$ cat config.mk
export PLATFORM = sky130hd
export DESIGN_NAME = sbq_ctrl
export DESIGN_NICKNAME = d
export VERILOG_FILES = /design/src/rtl/sbq_pkg.sv /design/src/rtl/sbq_ctrl.sv
export SDC_FILE = /design/constraint.sdc
export NUM_CORES = 1
export LEC_CHECK = 0
export BUFFER_PORTS_ARGS = -buffer_cell sky130_fd_sc_hd__buf_2
export CORE_MARGIN = 2
export CORE_UTILIZATION = 25
export CTS_CLUSTER_SIZE = 20
export DETAILED_ROUTE_END_ITERATION = 16
export GPL_TIMING_DRIVEN = 0
export PLACE_DENSITY = 0.5
export RECOVER_POWER = 50
export SETUP_SLACK_MARGIN = 0.02
export SKIP_LAST_GASP = 1
export SYNTH_ARGS = -nofsm -noshare
export SYNTH_HDL_FRONTEND = slang
export SYNTH_SLANG_ARGS = --single-unit
$ cat constraint.sdc
create_clock -name clk_i -period 3.74 [get_ports clk_i]
set_input_delay 0.561 -clock clk_i [delete_from_list [all_inputs] [get_ports clk_i]]
set_output_delay 0.561 -clock clk_i [all_outputs]
set_load 0.01 [all_outputs]
$ cat src/rtl/sbq_pkg.sv
// Shared types, constants and helper functions for the stereo biquad equalizer.
`timescale 1ns / 1ps
package sbq_pkg;

  localparam int BANDS       = 8;
  localparam int SAMPLE_BITS = 24;
  localparam int COEF_BITS   = 32;
  localparam int COEF_FRAC   = COEF_BITS - 5;
  localparam int NCELL       = 2 * BANDS;
  localparam int CIDX_BITS   = $clog2(NCELL * 5);
  localparam int HIDX_BITS   = $clog2(NCELL * 4);
  localparam int CELL_BITS   = $clog2(NCELL);
  localparam int ACC_BITS    = 32 + COEF_BITS + 4;

  localparam logic OP_PROCESS = 1'b0;
  localparam logic OP_COEF    = 1'b1;

  localparam logic [2:0] REG_MS    = 3'd0;
  localparam logic [2:0] REG_GAIN  = 3'd1;
  localparam logic [2:0] REG_TRIM  = 3'd2;
  localparam logic [2:0] REG_EN    = 3'd3;
  localparam logic [2:0] REG_SOLO  = 3'd4;
  localparam logic [2:0] REG_MUTE  = 3'd5;

  typedef struct packed {
    logic                          opcode;
    logic signed [SAMPLE_BITS-1:0] left_sample;
    logic signed [SAMPLE_BITS-1:0] right_sample;
    logic                          coef_channel;
    logic [2:0]                    coef_band;
    logic [2:0]                    coef_slot;
    logic signed [COEF_BITS-1:0]   coef_value;
  } in_item_t;

  typedef struct packed {
    logic signed [SAMPLE_BITS-1:0] left_out;
    logic signed [SAMPLE_BITS-1:0] right_out;
    logic                          clipped;
  } out_item_t;

  // Datapath operation selected by the controller for one cycle.
  typedef enum logic [3:0] {
    DP_NOP, DP_COEF_WR, DP_GAIN_L, DP_GAIN_R, DP_ENCODE, DP_BAND_CLR, DP_MAC,
    DP_BAND_END, DP_NEXT_CH, DP_DECODE, DP_TRIM_L, DP_TRIM_R
  } dp_op_e;

  typedef struct packed {
    dp_op_e               op;
    logic [CELL_BITS-1:0] cell_idx;
    logic [2:0]           slot;
  } dp_cmd_t;

  function automatic logic signed [31:0] sat32(input logic signed [63:0] v);
    if (v > 64'sd2147483647)       return 32'sh7fffffff;
    else if (v < -64'sd2147483648) return 32'sh80000000;
    else                           return v[31:0];
  endfunction

endpackage

$ cat src/rtl/sbq_ctrl.sv
// Controller: sequences one item through the shared datapath.
`timescale 1ns / 1ps
module sbq_ctrl (
  input  logic              clk_i,
  input  logic              rst_ni,
  input  logic              in_valid_i,
  output logic              in_ready_o,
  input  logic              opcode_i,
  input  logic              band_ok_i,
  input  logic [15:0]       en_i,
  input  logic [15:0]       solo_i,
  input  logic [15:0]       mute_i,
  output sbq_pkg::dp_cmd_t  cmd_o,
  output logic              done_o,
  input  logic              out_busy_i
);
  import sbq_pkg::*;

  localparam logic [3:0] S_IDLE = 4'd0, S_G1 = 4'd1, S_G2 = 4'd2, S_ENC = 4'd3,
                         S_BSEL = 4'd4, S_MAC = 4'd5, S_MW1 = 4'd6, S_MW2 = 4'd7,
                         S_END = 4'd8, S_UPD = 4'd9, S_DEC0 = 4'd10, S_DEC1 = 4'd11,
                         S_T0 = 4'd12, S_T1 = 4'd13, S_T2 = 4'd14, S_WAIT = 4'd15;

  logic [3:0]           state_q, state_d;
  logic                 ch_q, ch_d;
  logic [CELL_BITS-1:0] band_q, band_d;
  logic [2:0]           slot_q, slot_d;

  function automatic logic mbit(input logic [15:0] m, input int idx);
    return (idx < 16) ? m[idx[3:0]] : 1'b0;
  endfunction

  logic [CELL_BITS-1:0] cur_cell;
  logic any_solo, run;
  assign cur_cell = CELL_BITS'(ch_q * BANDS + band_q);
  always_comb begin
    any_solo = 1'b0;
    for (int b = 0; b < BANDS; b++)
      any_solo |= mbit(solo_i, int'(ch_q) * BANDS + b);
    run = mbit(en_i, int'(cur_cell)) && !(any_solo && !mbit(solo_i, int'(cur_cell)))
          && !(mbit(mute_i, int'(cur_cell)) && !mbit(solo_i, int'(cur_cell)));
  end

  logic last_band;
  assign last_band = (band_q == CELL_BITS'(BANDS - 1));

  always_comb begin
    state_d = state_q; ch_d = ch_q; band_d = band_q; slot_d = slot_q;
    cmd_o = '{op: DP_NOP, cell_idx: cur_cell, slot: slot_q};
    done_o = 1'b0;
    in_ready_o = (state_q == S_IDLE);
    unique case (state_q)
      S_IDLE: if (in_valid_i) begin
        if (opcode_i == OP_COEF) begin
          if (band_ok_i) cmd_o.op = DP_COEF_WR;
        end else begin
          cmd_o.op = DP_GAIN_L; state_d = S_G1;
        end
      end
      S_G1: begin cmd_o.op = DP_GAIN_R; state_d = S_ENC; end
      S_G2: state_d = S_ENC;
      S_ENC: begin
        cmd_o.op = DP_ENCODE; ch_d = 1'b0; band_d = '0; state_d = S_BSEL;
      end
      S_BSEL: begin
        slot_d = 3'd0;
        if (run) begin cmd_o.op = DP_BAND_CLR; state_d = S_MAC; end
        else if (last_band) state_d = S_UPD;
        else band_d = band_q + 1'b1;
      end
      S_MAC: begin
        // Issue reads; the product of each slot is formed from the registered read data in the next cycle.
        cmd_o.op = DP_MAC;
        if (slot_q == 3'd4) state_d = S_MW1;
        else slot_d = slot_q + 3'd1;
      end
      S_MW1: state_d = S_MW2;
      S_MW2: begin cmd_o.op = DP_BAND_END; state_d = S_END; end
      S_END: begin
        cmd_o.op = DP_NEXT_CH;
        if (last_band) state_d = S_UPD;
        else begin band_d = band_q + 1'b1; state_d = S_BSEL; end
      end
      S_UPD: begin
        cmd_o.op = DP_DECODE; cmd_o.slot = {2'b0, ch_q};
        if (!ch_q) begin ch_d = 1'b1; band_d = '0; state_d = S_BSEL; end
        else state_d = S_T0;
      end
      S_DEC0: state_d = S_T0;
      S_DEC1: state_d = S_T0;
      S_T0: begin cmd_o.op = DP_TRIM_L; cmd_o.slot = 3'd0; state_d = S_T1; end
      S_T1: begin cmd_o.op = DP_TRIM_L; cmd_o.slot = 3'd1; state_d = S_T2; end
      S_T2: if (!out_busy_i) begin cmd_o.op = DP_TRIM_R; state_d = S_WAIT; end
      S_WAIT: begin done_o = 1'b1; state_d = S_IDLE; end
      default: state_d = S_IDLE;
    endcase
  end

  always_ff @(posedge clk_i or negedge rst_ni) begin
    if (!rst_ni) begin
      state_q <= S_IDLE; ch_q <= 1'b0; band_q <= '0; slot_q <= '0;
    end else begin
      state_q <= state_d; ch_q <= ch_d; band_q <= band_d; slot_q <= slot_d;
    end
  end
endmodule

Yosys cells after proc, flatten, opt, wreduce, memory -nomap -nowiden
Index checks and enable logic that the tools add are counted.
{ "word_totals": {"elab_cells": 134, "register_bits": 12} }
{ "op_classes": {"n_mux": 54, "eq_ne": 25, "n_reduce_logical": 17, "bitwise_logic": 7, "n_addsub": 10, "magnitude_cmp": 17} }
{ "op_table": {"columns": ["cell", "n"], "rows": [
  ["4-bit two-way mux", 14],
  ["4-bit case mux with 14 select lines", 1],
  ["4-bit by 5-bit < comparator with 1-bit output, second input constant", 10],
  ["1-bit binary-select mux with 4-bit select", 10],
  ["4-bit case mux with 10 select lines", 1],
  ["5-bit < comparator, second input constant", 7],
  ["4-bit equality test, second input constant", 8],
  ["1-bit two-way mux", 22],
  ["4-bit by 3-bit adder with 5-bit output, second input constant", 4],
  ["4-bit by 3-bit equality test with 1-bit output, second input constant", 5],
  ["4-bit case mux with 4 select lines", 1],
  ["2-bit inequality test, second input constant", 7],
  ["4-bit by 2-bit adder with 5-bit output, second input constant", 2],
  ["3-bit case mux with 3 select lines", 1],
  ["4-bit by 2-bit equality test with 1-bit output, second input constant", 2],
  ["1-bit OR", 7],
  ["3-bit two-way mux", 2],
  ["3-bit case mux with 2 select lines", 1],
  ["2-bit OR reduction", 3],
  ["4-bit by 1-bit adder with 5-bit output, second input constant", 1],
  ["5-bit AND reduction", 1],
  ["4-bit by 1-bit adder with 4-bit output, second input constant", 1],
  ["4-bit adder", 1],
  ["4-bit by 1-bit equality test with 1-bit output, second input constant", 1],
  ["11 further kinds", 17]
]} }

Depth between registers and ports, before layout
{ "depth": {"ltp_word": 17, "depth_mapped": 9} }

Worst setup path before layout
Ideal clock, no wire load.
{ "synth_path": {"kind": "input to output", "from": "input port solo_i[4]", "to": "output port cmd_o[9] (netlist bit)", "path_slack_ps": 1400, "path_stages": 6, "arrival_time_ps": 1779, "path_cell_list": "or4_1 -> nor3_1 -> o21ai_1 -> a21oi_1 -> o21ai_1 -> o21ai_1"} }
{ "synth_rtl": {"columns": ["item", "line", "rtl"], "rows": [
  ["from (decl)", "sbq_ctrl.sv:11", "input logic [15:0] solo_i,"],
  ["to (decl)", "sbq_ctrl.sv:13", "output sbq_pkg::dp_cmd_t cmd_o,"]
]} }

==> reports/qor.yml <==
dpl.hpwl_mm: 3.17
antenna_found_initial: 0
path_class: "flop to output pin"
slew_headroom_pct: -7.40
grt_pass1_wl_mm: 6.58
start_kind: "flop"
drive_gt1_share_pct: 39.1
critPathMaxFanout: 10
tightest_slew_ns: 1.57
final.setup.worst_slack_ns: 0.865
ys_async_sr_fraction_pct: 100
critPathCaptureType: "output pin"
gp_congestion: 0.796
synth_flop_cell: "dfrtp_1"
max_freq_ghz: 0.348
dp_slack_ns: 0.988
grt_pass1_vias: 1479
area_growth_pct: 32.4
synth_area_sq_mm: 0.00144
routed_via_density: 4.90
cts_setup_buffers: 0
pin_count: 67
wl_per_cell_um: 12.7
synth-edff-count: 0
power.internal_mw: 0.627
p_sw_share_pct: 46.5
cts.sinks: 12
cts_resized: 0
gr-total-overflow: 0
dr_total_vias: 1494
peakVddDrop_v: 0.000233
fin_worst_skew_ns: 0.00241
die_y_um: 79.9
hold_viol: 0
drc: 0
core_sq_mm: 0.00554
worstPathArrival_ns: 2.31
layout.nets: 291
cts_buffers: 3
rows: 27
clkTransAtPathRegs_ns: 0.05
dieArea_sq_mm: 0.00638
die_x_um: 79.9
clkLatencyLatePin_ns: 0.23
p_total_mw: 1.17
diodes: 0
ant_nets: 0
port_buffers: 66
synthesis.nets: 220
post_dp_cell_area_sq_mm: 0.00186
power.switching_mw: 0.545
synth_top_area_share_pct: 20.9
period_share_pct: 76.9
rsz0062_at_grt: "false"
synth_cell_type_count: 49
p_per_area_mw_per_mm2: 615
p_leak_nw: 0.840
hold_buffers: 0
pwr-share-comb_pct: 70.6
maxCapViolCount: 1
initial_core_util_pct: 26.0
yosysTopAreaCell: "dfrtp_1"
status: "complete, but fails checks"
power.share.clock_pct: 11.7
stdcell_area_sq_mm: 0.00191
synth_area_leaders: "dfrtp_1 21%, mux4_2 14%, mux4_1 5.5%"
max-clock-path-buffers: 2
synth_warnings: 0
htreeDepth: 1
cts_tree: "built"
drtIter0Drc: 70
p_seq_share_pct: 17.8
grt_max_degree: 13
ys_seq_area_share_pct: 20.9
fillers: 619
setup_viol: 0
utilization_pct: 34.4
drt_first_pass_iters: 4
drt_wl_total_mm: 3.88
synthCells: 163
yosys_register_bits: 12
gr-usage-all-layers_pct: 12.6
synth_common_cells: "18 x nand2_1, 13 x nor2_1, 12 x dfrtp_1, 9 x clkbuf_1, 9 x mux4_2"
drv_slew: 7
syn_avg_cell_area_sq_um: 8.83
yosysMostFrequentCell: "nand2_1"
violations: "capacitance limit, slew limit"
fin_crit_ns: 2.88
fin_tns_setup_ns: 0
worst_ep_required_time_ns: 3.18
clockRootBuffer: "clkbuf_8"
min_path_type: "input port to async pin"
-- critical path: stages (launching register included) --
cell      delay [ns]
dfrtp_1         0.39
buf_6           0.16
buf_6           0.17
mux4_2          0.50
mux2i_1         0.19
a21oi_1         0.11
o21ai_1         0.27
o311ai_1        0.14
buf_2           0.16
-- worst paths after layout --
check,slack [ns],end,startpoint,cells after the start
min in group clk_i,0.53,slot_q[0],slot_q[0],1
hold reg to reg,0.53,slot_q[0],slot_q[0],1
hold / removal,0.34,band_q[0],rst_ni,1
setup reg to reg,0.99,state_q[0],slot_q[0],8
max in group asynchronous,2.97,slot_q[0],rst_ni,1
setup / recovery,0.86,cmd_o[7],band_q[0],8
-- cells in the final DEF, fill, tap and decap left out, types with 3 or more instances in the layout --
cell / n
mux4_2: 9
a31oi_1: 3
o21ai_1: 5
buf_2: 66
mux2i_1: 6
nor3_1: 3
or3_1: 3
ha_1: 3
a21oi_1: 7
nor2_1: 13
o31ai_1: 5
nand3_1: 5
inv_1: 6
dfrtp_1: 12
clkbuf_1: 11
mux4_1: 3
nand2_1: 18
clkbuf_8: 4
and3_1: 3
nor4_1: 4
o21ai_0: 5
-- power by group through the flow --
stage               sequential (mW)  combinational (mW)  clock [mW]
global route                  0.215               0.932       0.152
detailed placement            0.211               0.839           0
global placement              0.211               0.846           0
finish                        0.208               0.827       0.137
floorplan                     0.202               0.625           0
CTS                           0.209               0.841       0.143
-- cells by family (layout without fill, tap and decap cells) --
family                   Yosys count  after routing  share of synthesized area (%)
XOR/XNOR                           3              3                           1.83
buffers and inverters             23             93                           8.00
flip-flops                        12             12                           20.9
adder cells (fa/ha/maj)            3              3                           2.61
AO/OA/AOI/OAI                     41             41                           19.7
multiplexers                      19             19                           24.5
AND/OR/NAND/NOR                   62             62                           22.4
-- state kept, by name (all words and copies together), names as in the netlist --
signal,cells
slot_q,3
ch_q,1
state_q,4
band_q,4
-- per-stage QoR --
stage / hold WS (ns) / std cells
after floorplan: 0.265 / 163
after global placement: 0.462 / 301
after detailed placement: 0.463 / 301
after CTS: 0.206 / 305
after global routing: 0.393 / 305
final: 0.337 / 305
-- metal layers --
| layer | global-route usage [%] | share of wire (%) | vias up |
|---|---|---|---|
| met1 | 17.4 | 48 | 682 |
| met3 | 1.92 | 5.0 | 2 |
| met5 | 0 | 0 | - |
| met2 | 21.8 | 46 | 49 |
| met4 | 1.02 | 0.28 | 0 |
| li1 | - | - | 761 |
-- cell type report --
| type | count | area [sq um] | share of cell area (%) |
|---|---|---|---|
| well taps | 72 | 90.1 | 4.73 |
| multi-input cells | 128 | 1020 | 53.4 |
| inverters | 7 | 26.3 | 1.38 |
| repair buffers | 66 | 328 | 17.2 |
| clock buffers | 4 | 55.1 | 2.89 |
| plain buffers | 16 | 88.8 | 4.66 |
| flip-flops and latches | 12 | 300 | 15.8 |
(Power assumes the default switching activity.)
